`src/hdl/kld_pkg.sv`:
```
// Package with scanner codes, word table and character classes.
`default_nettype none
package kld_pkg;

	localparam int StateW = 7;
	localparam logic [StateW-1:0] ST_START = 7'd0;
	localparam logic [StateW-1:0] ST_ID    = 7'd1;
	localparam logic [StateW-1:0] ST_NUM   = 7'd2;
	localparam logic [StateW-1:0] ST_COLON = 7'd3;
	localparam logic [StateW-1:0] ST_LT    = 7'd4;
	localparam logic [StateW-1:0] ST_GT    = 7'd5;
	localparam logic [StateW-1:0] ST_PBASE = 7'd6;
	localparam logic [StateW-1:0] ST_PEND  = 7'd69;

	localparam logic [3:0] K_IDCH  = 4'd0;
	localparam logic [3:0] K_NUMCH = 4'd1;
	localparam logic [3:0] K_IDEND = 4'd2;
	localparam logic [3:0] K_NUMEND = 4'd3;
	localparam logic [3:0] K_PUNCT = 4'd4;
	localparam logic [3:0] K_RELOP = 4'd5;
	localparam logic [3:0] K_ADDOP = 4'd6;
	localparam logic [3:0] K_MULOP = 4'd7;
	localparam logic [3:0] K_KEYW  = 4'd8;
	localparam logic [3:0] K_EOF   = 4'd9;
	localparam logic [3:0] K_ERR   = 4'd10;

	localparam int NWords = 15;
	localparam int MaxRes = 11;
	localparam int QueueDepth = 4;

	// One decoded result word.
	typedef struct packed {
		logic [3:0] kind;
		logic [3:0] code;
		logic [7:0] ch;
		logic       last;
	} tok_t;

	// Work handed from the classifier to the emitter.
	typedef struct packed {
		logic [3:0] flush_len;
		logic [3:0] word_idx;
		logic       t1_v;
		tok_t       t1;
		logic       t2_v;
		tok_t       t2;
		logic       t3_v;
		tok_t       t3;
	} job_t;

	function automatic logic [7:0] wchar(input logic [3:0] w, input logic [3:0] i);
		logic [71:0] t;
		case (w)
			4'd0:  t = {"and", 48'd0};
			4'd1:  t = {"or", 56'd0};
			4'd2:  t = {"if", 56'd0};
			4'd3:  t = {"not", 48'd0};
			4'd4:  t = {"end", 48'd0};
			4'd5:  t = {"int", 48'd0};
			4'd6:  t = {"loop", 40'd0};
			4'd7:  t = {"bool", 40'd0};
			4'd8:  t = {"then", 40'd0};
			4'd9:  t = {"else", 40'd0};
			4'd10: t = {"begin", 32'd0};
			4'd11: t = {"while", 32'd0};
			4'd12: t = {"print", 32'd0};
			4'd13: t = {"program", 16'd0};
			4'd14: t = {"procedure"};
			default: t = '0;
		endcase
		wchar = (i < 4'd9) ? t[71 - 8*i -: 8] : 8'd0;
	endfunction

	function automatic logic [3:0] wlen(input logic [3:0] w);
		case (w)
			4'd0, 4'd3, 4'd4, 4'd5: wlen = 4'd3;
			4'd1, 4'd2: wlen = 4'd2;
			4'd6, 4'd7, 4'd8, 4'd9: wlen = 4'd4;
			4'd10, 4'd11, 4'd12: wlen = 4'd5;
			4'd13: wlen = 4'd7;
			4'd14: wlen = 4'd9;
			default: wlen = 4'd0;
		endcase
	endfunction

	function automatic logic [5:0] woff(input logic [3:0] w);
		case (w)
			4'd0: woff = 6'd0;   4'd1: woff = 6'd3;   4'd2: woff = 6'd5;
			4'd3: woff = 6'd7;   4'd4: woff = 6'd10;  4'd5: woff = 6'd13;
			4'd6: woff = 6'd16;  4'd7: woff = 6'd20;  4'd8: woff = 6'd24;
			4'd9: woff = 6'd28;  4'd10: woff = 6'd32; 4'd11: woff = 6'd37;
			4'd12: woff = 6'd42; 4'd13: woff = 6'd47; 4'd14: woff = 6'd54;
			default: woff = 6'd0;
		endcase
	endfunction

	function automatic logic [3:0] wkind(input logic [3:0] w);
		case (w)
			4'd0: wkind = K_MULOP;
			4'd1: wkind = K_ADDOP;
			default: wkind = K_KEYW;
		endcase
	endfunction

	function automatic logic [3:0] wcode(input logic [3:0] w);
		case (w)
			4'd0: wcode = 4'd2;  4'd1: wcode = 4'd2;  4'd2: wcode = 4'd6;
			4'd3: wcode = 4'd12; 4'd4: wcode = 4'd5;  4'd5: wcode = 4'd2;
			4'd6: wcode = 4'd10; 4'd7: wcode = 4'd3;  4'd8: wcode = 4'd7;
			4'd9: wcode = 4'd8;  4'd10: wcode = 4'd4; 4'd11: wcode = 4'd9;
			4'd12: wcode = 4'd11; 4'd13: wcode = 4'd0; 4'd14: wcode = 4'd1;
			default: wcode = 4'd0;
		endcase
	endfunction

	function automatic logic is_letter(input logic [7:0] c);
		is_letter = (c >= "a" && c <= "z") || (c >= "A" && c <= "Z");
	endfunction
	function automatic logic is_numeral(input logic [7:0] c);
		is_numeral = c >= "0" && c <= "9";
	endfunction
	function automatic logic is_ws(input logic [7:0] c);
		is_ws = c == " " || (c >= 8'd9 && c <= 8'd13);
	endfunction
	function automatic logic is_id_end(input logic [7:0] c);
		is_id_end = is_ws(c) || c == "$" || c == ";" || c == "," || c == "(" ||
			c == ")" || c == "=" || c == "/" || c == "*" || c == "+" ||
			c == "-" || c == ":" || c == "<" || c == ">";
	endfunction

	function automatic tok_t mk(input logic [3:0] k, input logic [3:0] cd,
			input logic [7:0] ch);
		mk.kind = k;
		mk.code = cd;
		mk.ch = ch;
		mk.last = 1'b0;
	endfunction

endpackage
`default_nettype wire

```
`src/hdl/kld_queue.sv`:
```
// Short job queue between classifier and emitter.
`default_nettype none
module kld_queue import kld_pkg::*; #(
	parameter int Depth = QueueDepth
) (
	input  wire logic clk,
	input  wire logic arst_n,
	input  wire logic wr_valid,
	output logic      wr_ready,
	input  wire job_t wr_data,
	output logic      rd_valid,
	input  wire logic rd_ready,
	output job_t      rd_data
);

	localparam int AW = (Depth > 1) ? $clog2(Depth) : 1;

	job_t mem_q [0:Depth-1];
	logic [AW-1:0] wp_q, rp_q;
	logic [AW:0] cnt_q;

	assign wr_ready = cnt_q != (AW+1)'(Depth);
	assign rd_valid = cnt_q != '0;
	assign rd_data = mem_q[rp_q];

	always_ff @(posedge clk) begin
		if (wr_valid && wr_ready) mem_q[wp_q] <= wr_data;
	end

	always_ff @(posedge clk or negedge arst_n) begin
		if (!arst_n) begin
			wp_q <= '0;
			rp_q <= '0;
			cnt_q <= '0;
		end else begin
			if (wr_valid && wr_ready)
				wp_q <= (wp_q == AW'(Depth - 1)) ? '0 : wp_q + 1'b1;
			if (rd_valid && rd_ready)
				rp_q <= (rp_q == AW'(Depth - 1)) ? '0 : rp_q + 1'b1;
			cnt_q <= cnt_q + (AW+1)'(wr_valid && wr_ready)
				- (AW+1)'(rd_valid && rd_ready);
		end
	end

endmodule
`default_nettype wire

```
`config.mk`:
```
export PLATFORM = sky130hd
export DESIGN_NAME = kld_queue
export DESIGN_NICKNAME = d
export VERILOG_FILES = /design/src/hdl/kld_pkg.sv /design/src/hdl/kld_queue.sv
export SDC_FILE = /design/constraint.sdc
export NUM_CORES = 1
export LEC_CHECK = 0
export BUFFER_PORTS_ARGS = -buffer_cell sky130_fd_sc_hd__buf_2
export CAP_MARGIN = 10
export CORE_MARGIN = 5
export CORE_UTILIZATION = 57
export DETAILED_ROUTE_END_ITERATION = 7
export PLACE_DENSITY = 0.79
export SETUP_SLACK_MARGIN = 0.4
export SLEW_MARGIN = 20
export SYNTH_ARGS = -nofsm -noshare
export SYNTH_HDL_FRONTEND = slang
export SYNTH_SLANG_ARGS = --single-unit
```
`constraint.sdc`:
```
create_clock -name clk -period 2.6 [get_ports clk]
set_input_delay 0.65 -clock clk [delete_from_list [all_inputs] [get_ports clk]]
set_output_delay 0.65 -clock clk [all_outputs]
set_load 0.01 [all_outputs]
```
==> out/metrics.cfg <==
[placement]
place_congestion=0.732
hpwl_mm=10.4
dpl_cell_area_sq_um=10500
numPortBuffers=129

[sta]
slew_viol_final=0
rsz0062_at_grt=yes
fin_crit_ns=2.58
maxClockFrequency_ghz=0.387
timing.setup.tns_ns=0
setup_viol=0
skew_ns=0.0179
tightest_slew_ns=0.477
hold_viol=0
whs_ns=0.355
fin_crit_sh_pct=99.3
relSlewSlack_pct=68.2

[detailed_routing]
firstDrtPassIters=4
avgViaCountPerCell=5.61
drt-total-wl_mm=17.7
drt-initial-drc-count=247
drc=0
via_count=4322
drtAntennaViolNets=0
wl_per_cell_um=23.0

[floorplan]
placementRows=46
core_region_area_sq_um=16000
die_w_um=138
die_h_um=138
dieArea_sq_um=19100
io_pins=130
start_util_pct=58.6

[power]
irDropWorstVdd_mv=0.749
power_density_nw_per_um2=1190
cellLeakagePower_nw=4.13

[cells_and_area]
final_util_pct=73.7
areaGrowthSynthToFinish_pct=25.9
fillers=949
num-nets-final=609
drive_above_1_share_pct=50.3
stdcell_area_sq_um=11800

[yosys]
synthDistinctLibCells=18
avgSynthCellArea_sq_um=25.9
yosysTopAreaCell=edfxtp_1
ys_ff_latch=255
ys_async_sr_fraction_pct=2.75
syn_inst=362
synth_top_area_share_pct=79.5
synth_commonest_cells=edfxtp_1, mux4_2, dfrtp_1, ha_1, inv_1
ys_top_cells_by_area=edfxtp_1, mux4_2, dfrtp_1, ha_1, buf_4
syn-cell-area_sq_um=9370
synth_nets=436
yosysMostFrequentCell=edfxtp_1
synth-main-ff-cell=edfxtp_1
synth_warnings=0
yosysSeqAreaShare_pct=81.3
synth-edff-count=248

[setup_path]
r2r-end=cnt_q[2]
reg2reg_depth=10
crit-reg2reg-launch=cnt_q[1]
critPathKind=reg2out
start_kind=register
cp_max_fo=10
r2r_setup_slack_ns=0.37
endpoint_kind=primary output
arrival_ns=1.93
required_ns=1.95

[global_routing]
antenna_found_initial=2
grt.overflow.total=0
grt_pass1_vias=4780
grt_pass1_wl_mm=27.3
grt_usage_pct=18.4
grt_max_degree=33

[clock_network]
cts-root-buf=clkbuf_16
ctsHtreeMaxLevel=1
clock_sinks=255
clk_pin_slew_worst_paths_ns=0.06
cts_buffer_depth=3
cts_tree=built
cts_inserted_buffers=24
worstSkewPairLatency_ns=0.51

[hold_path]
whs_path_depth=1
whs_endpoint=mem_q[1][52]
hp-class=in2reg
min_from=wr_data[52]

[status]
outcome=complete, no violations

[flow_run]
max_cap_viol_count=0

-- cells in the final DEF, fill, tap and decap left out --
cell type,Yosys,final
clkbuf_8,0,1
xnor2_2,0,1
ha_1,7,5
clkinv_2,0,6
dfrtp_2,0,2
inv_2,0,3
buf_16,0,2
edfxtp_1,248,248
clkbuf_16,0,29
xnor2_1,2,1
clkbuf_1,0,8
buf_2,3,92
or3b_4,1,1
dfrtp_1,7,4
mux4_2,62,62
clkinv_1,0,2
nand2_2,0,1
ha_4,0,2
inv_1,7,4
and2_4,1,1
fa_2,0,1
buf_12,0,11
mux2_2,2,2
dfrtp_4,0,1
buf_4,6,10
bufbuf_16,0,1
diode_2,0,1
and3_4,0,4
nor2_1,2,2
bufinv_16,0,2
mux2_4,2,2
or3_4,0,1
dlygate4sd3_1,0,1
buf_6,0,40
-- critical path: stages, from the launching register on --
cell and delay, ns:
dfrtp_4 0.43, buf_12 0.16, buf_4 0.15, mux4_2 0.53
buf_6 0.15
-- per-layer routing --
| layer | track usage [%] | part of all wire, % | vias to the layer above |
|---|---|---|---|
| li1 | - | - | 1897 |
| met1 | 24.7 | 41 | 2242 |
| met2 | 31.3 | 50 | 147 |
| met3 | 4.07 | 6.5 | 32 |
| met4 | 4.58 | 2.1 | 4 |
| met5 | 0 | 0.14 | - |
-- metrics by stage --
step | setup WS, ns | instances | total power, W
after floorplan | 0.422 | 362 | 0.00816
after global placement | 0.313 | 709 | 0.00966
after detailed placement | 0.267 | 709 | 0.00978
after CTS | -0.0191 | 763 | 0.0140
after global routing | -0.0338 | 769 | 0.0147
final | 0.0193 | 770 | 0.0141
-- power by group --
group	internal, W	switching [W]
Sequential	0.00544	0.000221
Clock	0.00199	0.00138
Combinational	0.00274	0.00228
Total	0.0102	0.00389
-- kinds of logic (layout without fill, tap and decap cells) --
| group | after synthesis | after routing | synth area share (%) |
|---|---|---|---|
| fa+ha+maj | 8 | 8 | 1.15 |
| buf+inv | 21 | 212 | 1.12 |
| mux | 66 | 66 | 15.5 |
| xor+xnor | 2 | 2 | 0.187 |
| flops | 255 | 255 | 81.3 |
| simple gates | 10 | 10 | 0.734 |
| other cells | 0 | 1 | 0 |
-- repair_timing --
item | 4_1_cts | 5_1_grt
pin swaps | 3 | 1
hold endpoints to repair | 7 | 0
cloned | 1 | 4
resized for setup | 52 | 5
buffers inserted | 8 | 2
setup endpoints to repair | 65 | 64
hold buffers | 1 | 0
-- final cells by class --
cell class	count	area [sq um]	share of cell area (%)
sequential	255	7630	64.7
multi-input combinational	86	1700	14.4
timing repair buffer	161	1400	11.9
clock buffer	34	669	5.67
tap	216	270	2.29
clock inverter	10	97.6	0.827
inverter	7	26.3	0.223
antenna	1	2.50	0.0212
-- worst max path at each step --
stage,start,end,slack (ns),cells past startpoint
2_1_floorplan,cnt_q[1],cnt_q[2],0.42,10
3_3_place_gp,rp_q[0],rd_data[6],0.31,3
3_5_place_dp,cnt_q[1],cnt_q[2],0.27,10
4_1_cts,rp_q[0],rd_data[55],-0.02,4
5_1_grt,rp_q[0],rd_data[61],-0.03,4
6_report,rp_q[0],rd_data[61],0.02,4
-- registers in the layout, indices dropped and copies added (netlist names) --
| signal | count |
|---|---|
| mem_q | 248 |
| cnt_q | 3 |
| rp_q | 2 |
| wp_q | 2 |
Note: power is estimated with default switching activity, not from simulation.
