**config.mk**
```make
export PLATFORM = sky130hd
export DESIGN_NAME = kld_back
export DESIGN_NICKNAME = d
export VERILOG_FILES = /design/src/hdl/kld_pkg.sv /design/src/hdl/kld_back.sv
export SDC_FILE = /design/constraint.sdc
export NUM_CORES = 1
export LEC_CHECK = 0
export BUFFER_PORTS_ARGS = -buffer_cell sky130_fd_sc_hd__buf_4
export CAP_MARGIN = 0
export CORE_ASPECT_RATIO = 1.75
export CORE_MARGIN = 5
export CORE_UTILIZATION = 45
export DETAILED_ROUTE_END_ITERATION = 10
export PLACE_DENSITY = 0.74
export SYNTH_ARGS = -nofsm -noshare
export SYNTH_HDL_FRONTEND = slang
export SYNTH_SLANG_ARGS = --single-unit
```
**constraint.sdc**
```tcl
create_clock -name clk -period 6.9 [get_ports clk]
set_input_delay 0.69 -clock clk [delete_from_list [all_inputs] [get_ports clk]]
set_output_delay 0.69 -clock clk [all_outputs]
set_load 0.1 [all_outputs]
```
**src/hdl/kld_pkg.sv**
```systemverilog
// Package with scanner codes, word table and character classes.
`default_nettype none
package kld_pkg;

	localparam int StateW = 7;
	localparam logic [StateW-1:0] ST_START = 7'd0;
	localparam logic [StateW-1:0] ST_ID    = 7'd1;
	localparam logic [StateW-1:0] ST_NUM   = 7'd2;
	localparam logic [StateW-1:0] ST_COLON = 7'd3;
	localparam logic [StateW-1:0] ST_LT    = 7'd4;
	localparam logic [StateW-1:0] ST_GT    = 7'd5;
	localparam logic [StateW-1:0] ST_PBASE = 7'd6;
	localparam logic [StateW-1:0] ST_PEND  = 7'd69;

	localparam logic [3:0] K_IDCH  = 4'd0;
	localparam logic [3:0] K_NUMCH = 4'd1;
	localparam logic [3:0] K_IDEND = 4'd2;
	localparam logic [3:0] K_NUMEND = 4'd3;
	localparam logic [3:0] K_PUNCT = 4'd4;
	localparam logic [3:0] K_RELOP = 4'd5;
	localparam logic [3:0] K_ADDOP = 4'd6;
	localparam logic [3:0] K_MULOP = 4'd7;
	localparam logic [3:0] K_KEYW  = 4'd8;
	localparam logic [3:0] K_EOF   = 4'd9;
	localparam logic [3:0] K_ERR   = 4'd10;

	localparam int NWords = 15;
	localparam int MaxRes = 11;
	localparam int QueueDepth = 4;

	// One decoded result word.
	typedef struct packed {
		logic [3:0] kind;
		logic [3:0] code;
		logic [7:0] ch;
		logic       last;
	} tok_t;

	// Work handed from the classifier to the emitter.
	typedef struct packed {
		logic [3:0] flush_len;
		logic [3:0] word_idx;
		logic       t1_v;
		tok_t       t1;
		logic       t2_v;
		tok_t       t2;
		logic       t3_v;
		tok_t       t3;
	} job_t;

	function automatic logic [7:0] wchar(input logic [3:0] w, input logic [3:0] i);
		logic [71:0] t;
		case (w)
			4'd0:  t = {"and", 48'd0};
			4'd1:  t = {"or", 56'd0};
			4'd2:  t = {"if", 56'd0};
			4'd3:  t = {"not", 48'd0};
			4'd4:  t = {"end", 48'd0};
			4'd5:  t = {"int", 48'd0};
			4'd6:  t = {"loop", 40'd0};
			4'd7:  t = {"bool", 40'd0};
			4'd8:  t = {"then", 40'd0};
			4'd9:  t = {"else", 40'd0};
			4'd10: t = {"begin", 32'd0};
			4'd11: t = {"while", 32'd0};
			4'd12: t = {"print", 32'd0};
			4'd13: t = {"program", 16'd0};
			4'd14: t = {"procedure"};
			default: t = '0;
		endcase
		wchar = (i < 4'd9) ? t[71 - 8*i -: 8] : 8'd0;
	endfunction

	function automatic logic [3:0] wlen(input logic [3:0] w);
		case (w)
			4'd0, 4'd3, 4'd4, 4'd5: wlen = 4'd3;
			4'd1, 4'd2: wlen = 4'd2;
			4'd6, 4'd7, 4'd8, 4'd9: wlen = 4'd4;
			4'd10, 4'd11, 4'd12: wlen = 4'd5;
			4'd13: wlen = 4'd7;
			4'd14: wlen = 4'd9;
			default: wlen = 4'd0;
		endcase
	endfunction

	function automatic logic [5:0] woff(input logic [3:0] w);
		case (w)
			4'd0: woff = 6'd0;   4'd1: woff = 6'd3;   4'd2: woff = 6'd5;
			4'd3: woff = 6'd7;   4'd4: woff = 6'd10;  4'd5: woff = 6'd13;
			4'd6: woff = 6'd16;  4'd7: woff = 6'd20;  4'd8: woff = 6'd24;
			4'd9: woff = 6'd28;  4'd10: woff = 6'd32; 4'd11: woff = 6'd37;
			4'd12: woff = 6'd42; 4'd13: woff = 6'd47; 4'd14: woff = 6'd54;
			default: woff = 6'd0;
		endcase
	endfunction

	function automatic logic [3:0] wkind(input logic [3:0] w);
		case (w)
			4'd0: wkind = K_MULOP;
			4'd1: wkind = K_ADDOP;
			default: wkind = K_KEYW;
		endcase
	endfunction

	function automatic logic [3:0] wcode(input logic [3:0] w);
		case (w)
			4'd0: wcode = 4'd2;  4'd1: wcode = 4'd2;  4'd2: wcode = 4'd6;
			4'd3: wcode = 4'd12; 4'd4: wcode = 4'd5;  4'd5: wcode = 4'd2;
			4'd6: wcode = 4'd10; 4'd7: wcode = 4'd3;  4'd8: wcode = 4'd7;
			4'd9: wcode = 4'd8;  4'd10: wcode = 4'd4; 4'd11: wcode = 4'd9;
			4'd12: wcode = 4'd11; 4'd13: wcode = 4'd0; 4'd14: wcode = 4'd1;
			default: wcode = 4'd0;
		endcase
	endfunction

	function automatic logic is_letter(input logic [7:0] c);
		is_letter = (c >= "a" && c <= "z") || (c >= "A" && c <= "Z");
	endfunction
	function automatic logic is_numeral(input logic [7:0] c);
		is_numeral = c >= "0" && c <= "9";
	endfunction
	function automatic logic is_ws(input logic [7:0] c);
		is_ws = c == " " || (c >= 8'd9 && c <= 8'd13);
	endfunction
	function automatic logic is_id_end(input logic [7:0] c);
		is_id_end = is_ws(c) || c == "$" || c == ";" || c == "," || c == "(" ||
			c == ")" || c == "=" || c == "/" || c == "*" || c == "+" ||
			c == "-" || c == ":" || c == "<" || c == ">";
	endfunction

	function automatic tok_t mk(input logic [3:0] k, input logic [3:0] cd,
			input logic [7:0] ch);
		mk.kind = k;
		mk.code = cd;
		mk.ch = ch;
		mk.last = 1'b0;
	endfunction

endpackage
`default_nettype wire

```
**src/hdl/kld_back.sv**
```systemverilog
// Emitter: sends flushed chars and tokens one word a cycle unless stalled.
`default_nettype none
module kld_back import kld_pkg::*; (
	input  wire logic  clk,
	input  wire logic  arst_n,
	input  wire logic  job_valid,
	output logic       job_ready,
	input  wire job_t  job,
	output logic       out_valid,
	input  wire logic  out_ready,
	output tok_t       out_tok
);

	// Slot list: flush chars (0..flush_len-1), then t1, t2, t3.
	logic [3:0] idx_q;
	logic [3:0] nslots;
	logic [3:0] fl;
	tok_t cur;
	logic cur_v;
	logic is_final;
	logic adv;
	tok_t hold_q;
	logic hold_v_q;

	assign fl = job.flush_len;
	assign nslots = fl + 4'(job.t1_v) + 4'(job.t2_v) + 4'(job.t3_v);

	always_comb begin
		cur_v = 1'b1;
		if (idx_q < fl) cur = mk(K_IDCH, 4'd0, wchar(job.word_idx, idx_q));
		else if (idx_q == fl && job.t1_v) cur = job.t1;
		else if (idx_q == fl + 4'(job.t1_v) && job.t2_v) cur = job.t2;
		else begin
			cur = job.t3;
			cur_v = job.t3_v;
		end
		is_final = (idx_q + 4'd1 >= nslots);
		cur.last = is_final;
	end

	// Output register stage; a new word loads when empty or taken.
	logic load_ok;
	assign load_ok = !hold_v_q || out_ready;
	assign adv = job_valid && load_ok && nslots != '0 && cur_v;
	assign job_ready = job_valid && (nslots == '0 || (adv && is_final));

	always_ff @(posedge clk or negedge arst_n) begin
		if (!arst_n) begin
			idx_q <= '0;
			hold_v_q <= 1'b0;
		end else begin
			if (load_ok) hold_v_q <= adv;
			if (job_ready) idx_q <= '0;
			else if (adv) idx_q <= idx_q + 4'd1;
		end
	end

	always_ff @(posedge clk) begin
		if (adv) hold_q <= cur;
	end

	assign out_valid = hold_v_q;
	assign out_tok = hold_q;

endmodule
`default_nettype wire

```
==> out/qor.yml, run 1 <==
global_routing:
  grt_pass1_vias: 2705
  grt_usage_pct: 20.6
  antenna_found_initial: 0
  grt-ovfl-total: 0
  grt_pass1_wl_um: 12500
  grt_max_degree: 30
yosys:
  synth_seq_cells: 22
  syn_nets: 421
  netlist_area_mm2: 0.00271
  synth.distinct_cells: 61
  synth_area_leaders: "edfxtp_1 19%, ha_1 10%, mux2i_1 6.3%"
  avgSynthCellArea_um2: 8.16
  ys_warn_count: 0
  syn_inst: 332
  synth_edf_count: 17
  ys_async_sr_fraction_pct: 22.7
  synth_top_area_cell: "edfxtp_1"
  synth_top_cell_area_share_pct: 18.9
  synthFlopType: "edfxtp_1"
  yosysSeqAreaShare_pct: 23.5
detailed_routing:
  drcViolationCount: 0
  routed.top_layer: "met4"
  drt_iter0_drc: 186
  totalWireLength_um: 7700
  dr_wl_met3_um: 355
  ant_nets: 0
  met2WireLength_um: 4390
  wl_met1_um: 2730
  num_vias: 2708
  via_per_inst: 5.71
  firstDrtPassIters: 4
  avgRoutedWirePerCell_um: 16.3
die:
  core_area_mm2: 0.00588
  rows: 37
  dieWidth_um: 68.6
  dieHeight_um: 113
  ios: 85
  initial_core_util_pct: 46.1
  die-area_mm2: 0.00773
timing:
  setup_tns_ns: 0
  holdWs_ns: 0.213
  period_minus_slack_ns: 4.49
  clock_skew_ns: 0.00131
  max_freq_mhz: 223
  tightest_slew_ns: 0.758
  maxSlewViolCount: 0
  fin_crit_sh_pct: 65.1
  setup-violations-final: 0
  relSlewSlack_pct: 49.5
  rsz0062_at_grt: "no"
  hold_viol_final: 0
worst_setup_path:
  path_max_fanout: 4
  crit_arrival_ns: 3.80
  slowest_stage: "or3b_2"
  endpoint_kind: "output port"
  cp.required_ns: 6.21
  start_kind: "input pin"
  r2r-start: "idx_q[0]$_DFFE_PN0P_"
  crit_family: "adder cells"
  crit_path_cell_trace: "buf_4 -> ha_1 -> inv_1 -> fa_1 -> or3b_2 -> a31oi_1 -> nor2_1 -> xnor2_1 -> ha_1 -> a21oi_1 -> o21a_1 -> inv_1 -> a21oi_1 -> nor2b_1 -> buf_4"
  cpPeakStageDelay_ns: 0.46
  crit_path_start: "job[53]"
  critical_path_class: "input pin to output port"
  critical_path_buf_inv_count: 4
clock_tree:
  post_cts_buffers: 0
  path_clk_slew_ns: 0.08
  cts_tree: "built"
  clk_path_buf_depth: 2
  cts-buffers-inserted: 3
  htree_levels: 1
  cts_resized: 0
  cts_sinks: 22
  worstSkewPairLatency_ns: 0.26
  ctsHoldBuffers: 0
  cts_root_buffer: "clkbuf_8"
min_path:
  hp-class: "input pin to asynchronous set/reset pin"
final_layout:
  area_delta_synth_final_pct: 25.6
  final_nets: 486
  num_antenna_cells: 0
  fill_cells: 547
  drive_gt1_share_pct: 23.7
run_status:
  status: "finished, final reports clean"
pwr:
  peakVddDrop_uv: 166
  powerDensity_mw_per_mm2: 417
  leakagePower_nw: 1.47
place:
  io_buffers: 81
  hpwl_um: 6210
  gp_congestion: 0.903
flow_run:
  drv_cap: 0
==> cells by family after synthesis <==
logic type      count (synthesis)  synth area share (%)
simple gates                  107                  19.7
compound gates                105                  27.0
buf+inv                        42                  6.89
fa+ha+maj                      23                  10.9
flops                          22                  23.5
mux                            18                  6.70
xor+xnor                       15                  5.36
==> worst reg2reg max path: stages (launching register included) <==
cell and delay (ns):
dfrtp_1 0.33, buf_4 0.30, inv_1 0.29, ha_1 0.85, ha_1 0.35, a21oi_1 0.14, o21a_1 0.21, o2111a_2 0.25
or4b_1 0.43, o211ai_1 0.10
==> cells in the mapped netlist (7+ instances only) <==
cell type / n
ha_1: 22
nand2_1: 22
a21oi_1: 17
mux2i_1: 17
nand2b_1: 12
inv_1: 18
clkbuf_1: 12
nand3_1: 11
a31oi_1: 8
xnor2_1: 7
o21ai_0: 24
edfxtp_1: 17
nor2b_1: 10
nor2_1: 30
a211oi_1: 12
xor2_1: 7
==> sequential cells by signal (all words and copies together) (netlist names) <==
register / cells
out_tok: 17
out_valid: 1
idx_q: 4
==> layer usage <==
metal  global-route usage (%)  vias up
met4                     10.8        0
met1                     21.8     1259
li1                         -     1358
met2                     38.2       73
met5                        0        -
met3                     1.30       18
==> layout by cell type, fill, tap and decap left out, drive strengths merged, types with 8 or more instances in the layout <==
cell type | Yosys | layout
buf | 12 | 84
nor2b | 10 | 10
inv | 18 | 18
mux2i | 17 | 17
nor2 | 30 | 30
nand3 | 11 | 11
a21oi | 17 | 17
a211oi | 12 | 12
o21ai | 24 | 24
edfxtp | 17 | 17
nand2b | 12 | 12
nand2 | 22 | 22
ha | 22 | 22
a31oi | 8 | 8
==> stage by stage <==
step / util (%) / power (mW) / area [µm²] / cells / setup WS (ns)
floorplan: - / 1.07 / 2710 / 332 / 1.89
global placement: 56.6 / 1.28 / 3330 / 470 / 2.52
detailed placement: 56.6 / 1.29 / 3330 / 470 / 2.44
CTS: 57.8 / 1.42 / 3400 / 474 / 2.43
global route: 57.8 / 1.52 / 3400 / 474 / 2.25
finish: 57.8 / 1.42 / 3400 / 474 / 2.41
==> report_power, final <==
| part | total, mW | switching (mW) | internal [mW] | leakage, nW |
|---|---|---|---|---|
| Combinational | 1.04 | 0.707 | 0.330 | 1.20 |
| Clock | 0.120 | 0.0421 | 0.0775 | 0.0357 |
| Sequential | 0.259 | 0.0445 | 0.215 | 0.226 |
| Total | 1.42 | 0.794 | 0.623 | 1.47 |
==> path summary, 6_finish.rpt <==
check / end / slack (ns) / cells after the start
min in group clk: out_valid$_DFFE_PN0N_ / 0.58 / 2
worst max-delay path: job_ready / 2.41 / 15
worst min-delay path: idx_q[0]$_DFFE_PN0P_ / 0.21 / 1
worst max register to register: idx_q[3]$_DFFE_PN0P_ / 3.56 / 9
max in group asynchronous: out_valid$_DFFE_PN0N_ / 6.58 / 1
worst min register to register: out_valid$_DFFE_PN0N_ / 0.58 / 2
==> area by class of cell <==
cell class,count,area (µm²),area share [%]
Multi-Input combinational cell,268,1900,55.8
Sequential cell,22,636,18.7
Timing Repair Buffer,84,631,18.5
Tap cell,78,97.6,2.87
Inverter,18,67.6,1.99
Clock buffer,3,41.3,1.21
Clock inverter,1,30.0,0.883
(Power assumes the default switching activity.)
==> inputs of run 2 (changes only) <==
--- a/config.mk
+++ b/config.mk
@@ -11,7 +11,7 @@
 export CORE_MARGIN = 5
 export CORE_UTILIZATION = 45
 export DETAILED_ROUTE_END_ITERATION = 10
-export PLACE_DENSITY = 0.74
+export PLACE_DENSITY = 0.77
 export SYNTH_ARGS = -nofsm -noshare
 export SYNTH_HDL_FRONTEND = slang
 export SYNTH_SLANG_ARGS = --single-unit
==> constraint.sdc (replaced) <==
create_clock -name clk -period 3.9 [get_ports clk]
set_input_delay 0.39 -clock clk [delete_from_list [all_inputs] [get_ports clk]]
set_output_delay 0.39 -clock clk [all_outputs]
set_load 0.1 [all_outputs]
==> run 2 against run 1 <==
Flip-flop and latch count did not move. Total power is 80% higher. Hold slack improved by 0.16 ns. Clock power grew 73%. Combinational power increased by 81%. Via count is 2.6% higher. Non-clock buffer count rose by 3. Critical path depth unchanged. Wire length rose by 0.87%. Largest cell class unchanged. Highest routed layer unchanged.
==> out/qor.yml, run 2 (synthesis results as in run 1) <==
detailed_routing:
  ant_nets: 0  # unchanged
  num_vias: 2779  # +2.6%
  avgRoutedWirePerCell_um: 16.3  # +0.24%
  via_per_inst: 5.83  # +2.0%
  totalWireLength_um: 7770  # +0.87%
  drcViolationCount: 0  # unchanged
  drt_iter0_drc: 144  # -23%
  firstDrtPassIters: 4  # unchanged
timing:
  setup_tns_ns: 0  # unchanged
  rsz0062_at_grt: "no"
  period_minus_slack_ns: 3.71
  clock_skew_ns: 0.00801  # +0.00669 ns
  hold_viol_final: 0  # unchanged
  max_freq_mhz: 270
  maxSlewViolCount: 0  # unchanged
  relSlewSlack_pct: 61.1  # +12 points
  setup-violations-final: 0  # unchanged
  holdWs_ns: 0.372  # +0.159 ns
  tightest_slew_ns: 0.583  # -0.175 ns
  fin_crit_sh_pct: 95.1
die:
  ios: 85  # unchanged
  die-area_mm2: 0.00773  # unchanged
  rows: 37  # unchanged
  core_area_mm2: 0.00588  # unchanged
  dieHeight_um: 113  # unchanged
  initial_core_util_pct: 46.1  # unchanged
  dieWidth_um: 68.6  # unchanged
clock_tree:
  htree_levels: 1  # unchanged
  worstSkewPairLatency_ns: 0.26  # about the same
  clk_path_buf_depth: 2  # unchanged
  cts-buffers-inserted: 3  # unchanged
  path_clk_slew_ns: 0.07  # about the same
  cts_tree: "built"
  cts_sinks: 22  # unchanged
  cts_root_buffer: "clkbuf_8"
  post_cts_buffers: 0  # unchanged
final_layout:
  largest_reg_flops: 17  # unchanged
  layout_common_cells: "85 x buf_4, 30 x nor2_1, 24 x o21ai_0, 22 x nand2_1, 22 x ha_1"
  multiInputGateArea_mm2: 0.00192  # +1.3%
  final_common_cell: "buf_4"
  seqCellArea_um2: 636  # unchanged
  num_antenna_cells: 0  # unchanged
  final_nets: 489  # +0.62%
  drive_gt1_share_pct: 25.1  # +1.3 points
  fill_cells: 548  # +0.18%
  area_delta_synth_final_pct: 27.6
pwr:
  power_mw: 2.55  # +80%
  powerDensity_mw_per_mm2: 739  # +77%
  peakVddDrop_uv: 293  # +77%
  leakagePower_nw: 1.48  # +1.2%
flow_run:
  drv_cap: 0  # unchanged
global_routing:
  grt_max_degree: 30  # unchanged
  grt_usage_pct: 19.9  # -0.69 points
  grt_pass1_wl_um: 12100  # -3.2%
  antenna_found_initial: 0  # unchanged
  grt-ovfl-total: 0  # unchanged
  grt_pass1_vias: 2689  # -0.59%
place:
  io_buffers: 81  # unchanged
  gp_congestion: 0.918  # +1.6%
  hpwl_um: 6240  # +0.47%
run_status:
  status: "finished, final reports clean"
min_path:
  hp-class: "input pin to flop"
worst_setup_path:
  endpoint_kind: "output port"
  crit_path_start: "job[53]"
  crit_arrival_ns: 3.32  # -0.48 ns
  r2r_setup_slack_ns: 1.03  # -2.53 ns
  path_max_fanout: 4  # unchanged
  cp.required_ns: 3.51  # -2.70 ns
  critical_path_class: "input pin to output port"
  crit_path_end: "job_ready"
  r2r-start: "idx_q[0]$_DFFE_PN0P_"
  start_kind: "input pin"
  r2r_cells: 8  # -1
  r2r_end: "out_tok[2]$_DFFE_PP_"
run 2: per-stage QoR:
step / worst slack (ns) / cells / area, µm² / util, %
after global placement: 0.142 / 472 / 3350 / 56.9
after detailed placement: -0.00411 / 472 / 3350 / 56.9
after global routing: 0.0369 / 477 / 3450 / 58.8
final: 0.190 / 477 / 3450 / 58.8
after CTS: 0.00277 / 477 / 3430 / 58.3
after floorplan: 0.0114 / 332 / 2710 / -
run 2: worst max-delay path, stage by stage:
cell and delay [ns]:
buf_4 0.12, ha_1 0.30, inv_1 0.05, fa_1 0.40, or3b_2 0.49, a31oi_4 0.17, nor2_1 0.08, xnor2_1 0.15
ha_1 0.32, a21oi_2 0.15, o21a_1 0.20, inv_1 0.10, a21oi_2 0.15, nor2b_2 0.06, buf_6 0.18
run 2: worst min-delay path by stage:
| stage | start | cells past startpoint | endpoint |
|---|---|---|---|
| 4_1_cts | job_valid | 2 | idx_q[2]$_DFFE_PN0P_ |
| 3_3_place_gp | arst_n | 1 | out_valid$_DFFE_PN0N_ |
| 3_5_place_dp | arst_n | 1 | out_valid$_DFFE_PN0N_ |
| 6_report | job_valid | 2 | idx_q[2]$_DFFE_PN0P_ |
| 5_1_grt | job_valid | 2 | idx_q[2]$_DFFE_PN0P_ |
| 2_1_floorplan | arst_n | 0 | idx_q[0]$_DFFE_PN0P_ |
run 2: layout make-up:
type                    instances  share of cell area, %
clock inverters                 1                  0.869
well taps                      78                   2.83
clock buffers                   3                   1.20
repair buffers                 87                   19.1
flip-flops and latches         22                   18.4
multi-input cells             268                   55.7
inverters                      18                   1.96
run 2: layer usage:
| layer | up-vias | share of wire (%) | GRT usage [%] |
|---|---|---|---|
| met3 | 25 | 5.5 | 1.70 |
| met1 | 1284 | 36 | 21.2 |
| met2 | 108 | 55 | 36.4 |
| li1 | 1362 | - | - |
| met5 | - | 0 | 0 |
| met4 | 0 | 4.1 | 10.4 |
run 2: repair_timing:
action / 4_1_cts / 5_1_grt
hold buffers: 1 / 0
resized for setup: 0 / 5
hold endpoints to repair: 5 / 0
endpoints found under the setup margin: 0 / 1
run 2: power by group:
group | total [mW] | internal [mW] | switching (mW)
Clock | 0.208 | 0.137 | 0.0713
Combinational | 1.88 | 0.612 | 1.27
Sequential | 0.465 | 0.380 | 0.0846
==> inputs of run 3 (changes only) <==
--- a/config.mk
+++ b/config.mk
@@ -5,6 +5,7 @@
 export SDC_FILE = /design/constraint.sdc
 export NUM_CORES = 1
 export LEC_CHECK = 0
+export ABC_CLOCK_PERIOD_IN_PS = 3900
 export BUFFER_PORTS_ARGS = -buffer_cell sky130_fd_sc_hd__buf_4
 export CAP_MARGIN = 0
 export CORE_ASPECT_RATIO = 1.75
@@ -12,6 +13,7 @@
 export CORE_UTILIZATION = 45
 export DETAILED_ROUTE_END_ITERATION = 10
 export PLACE_DENSITY = 0.77
+export SETUP_SLACK_MARGIN = 0.3
 export SYNTH_ARGS = -nofsm -noshare
 export SYNTH_HDL_FRONTEND = slang
 export SYNTH_SLANG_ARGS = --single-unit
==> run 3 against run 2 <==
Combinational power grew 3%. Via count is 0.43% higher. Hold slack improved by 0.0065 ns. Sequential share of layout area down 0.18 points. Register-to-register slack gained 0.05 ns. Utilization grew 0.60 points.
==> out/qor.yml, run 3 (synthesis results as in run 1) <==
timing:
  relSlewSlack_pct: 61.7  # +0.53 points
  period_minus_slack_ns: 3.53  # -0.183 ns
  hold_viol_final: 0  # unchanged
  tightest_slew_ns: 0.575  # -0.00800 ns
  clock_skew_ns: 0.00370  # -0.00431 ns
  setup_ws_ns: 0.373  # +0.183 ns
  max_freq_mhz: 283  # +5.2%
  setup_tns_ns: 0  # unchanged
  holdWs_ns: 0.378  # +0.00652 ns
  maxSlewViolCount: 0  # unchanged
  fin_crit_sh_pct: 90.4  # -4.7 points
  setup-violations-final: 0  # unchanged
  rsz0062_at_grt: "no"
worst_setup_path:
  slowest_stage: "fa_2"
  cp.required_ns: 3.51  # about the same
  crit_arrival_ns: 3.14  # -0.18 ns
  start_kind: "input pin"
  crit_path_cell_trace: "buf_4 -> ha_4 -> inv_1 -> fa_2 -> or3b_4 -> a31oi_4 -> nor2_1 -> xnor2_1 -> ha_1 -> a21oi_2 -> o21a_1 -> inv_2 -> a21oi_4 -> nor2b_4 -> buf_12"
  r2r_end: "idx_q[3]$_DFFE_PN0P_"
  r2r_cells: 7  # -1
  endpoint_kind: "output port"
  r2r-start: "idx_q[1]$_DFFE_PN0P_"
  r2r_setup_slack_ns: 1.08  # +0.05 ns
  critical_path_class: "input pin to output port"
  path_max_fanout: 4  # unchanged
  cpPeakStageDelay_ns: 0.41  # -0.08 ns
detailed_routing:
  ant_nets: 0  # unchanged
  firstDrtPassIters: 5  # +1
  drcViolationCount: 0  # unchanged
  totalWireLength_um: 7810  # +0.46%
  avgRoutedWirePerCell_um: 16.3  # -0.16%
  num_vias: 2791  # +0.43%
  drt_iter0_drc: 154  # +6.9%
  via_per_inst: 5.81  # -0.20%
clock_tree:
  clk_path_buf_depth: 2  # unchanged
  htree_levels: 1  # unchanged
  cts_root_buffer: "clkbuf_8"
  worstSkewPairLatency_ns: 0.26  # about the same
  cts_sinks: 22  # unchanged
  path_clk_slew_ns: 0.07  # about the same
  cts_tree: "built"
  cts-buffers-inserted: 3  # unchanged
global_routing:
  grt_pass1_wl_um: 12100  # -0.12%
  grt_max_degree: 29  # -3.3%
  grt_pass1_vias: 2725  # +1.3%
  grt-ovfl-total: 0  # unchanged
  antenna_found_initial: 0  # unchanged
  grt_usage_pct: 19.6  # -0.31 points
pwr:
  power_mw: 2.54  # -0.56%
  powerDensity_mw_per_mm2: 727  # -1.6%
  leakagePower_nw: 1.49  # +0.63%
  peakVddDrop_uv: 242  # -17%
place:
  hpwl_um: 6140  # -1.7%
  gp_congestion: 0.929  # +1.2%
  dp_slack_ns: 0.0383  # +0.0424 ns
  io_buffers: 81  # unchanged
min_path:
  worstHoldEndpoint: "idx_q[2]$_DFFE_PN0P_"
  min_path_cells: 2  # unchanged
  hold_start: "job_valid"
  hp-class: "input pin to flop"
die:
  die-area_mm2: 0.00773  # unchanged
  rows: 37  # unchanged
  initial_core_util_pct: 46.1  # unchanged
  ios: 85  # unchanged
  dieHeight_um: 113  # unchanged
  dieWidth_um: 68.6  # unchanged
  core_area_mm2: 0.00588  # unchanged
final_layout:
  area_delta_synth_final_pct: 28.9
  fin_util_pct: 59.4  # +0.60 points
  layout_common_cells: "88 x buf_4, 30 x nor2_1, 24 x o21ai_0, 22 x nand2_1, 21 x ha_1"
  largest_reg_flops: 17  # unchanged
  final_nets: 492  # +0.61%
  drive_gt1_share_pct: 26.1  # +1.1 points
  num_antenna_cells: 0  # unchanged
  final_common_cell: "buf_4"
run_status:
  status: "finished, final reports clean"
flow_run:
  drv_cap: 0  # unchanged
==> run 3: layout make-up <==
class	count	area, µm²
fillers	533	2390
clock buffers	3	41.3
well taps	78	97.6
multi-input cells	268	1950
repair buffers	90	691
clock inverters	1	3.75
inverters	18	67.6
flip-flops and latches	22	636
==> run 3: what timing repair did <==
item	4_1_cts	5_1_grt
pin swaps	2	4
hold buffers	1	0
endpoints found under the hold margin	5	0
gates resized for setup	5	7
endpoints found under the setup margin	1	1
buffers inserted	1	1
==> run 3: how the worst max path moves through the flow <==
stage             from   endpoint  slack [ns]
2_1_floorplan  job[53]  job_ready        0.30
6_report       job[58]  job_ready        0.37
3_5_place_dp   job[58]  job_ready        0.04
3_3_place_gp   job[53]  job_ready        0.13
4_1_cts        job[58]  job_ready        0.31
5_1_grt        job[58]  job_ready        0.29
==> run 3: worst max-delay path, delay by kind of cell <==
family                   cells  cell delay (ns)
XOR/XNOR                     1             0.15
adder cells (fa/ha/maj)      3             0.98
buffers and inverters        4             0.42
AND/OR/NAND/NOR              3             0.54
AO/OA/AOI/OAI                4             0.65
==> run 3: power by group <==
part	switching (mW)	leakage [nW]	internal, mW
Clock	0.0707	0.0231	0.0702
Combinational	1.29	1.24	0.647
Sequential	0.0844	0.226	0.380
==> run 3: metrics by stage <==
stage	cells	instance area, µm²
3_5_place_dp	473	3360
6_report	480	3490
4_1_cts	479	3440
2_1_floorplan	332	2720
5_1_grt	480	3490
3_3_place_gp	473	3360
==> run 3: per-layer routing <==
metal	vias to the layer above	part of all wire [%]	GRT usage, %
met4	0	4.5	11.0
met3	29	6.2	1.60
met2	118	54	35.9
li1	1369	-	-
met5	-	0	0
met1	1275	35	20.5
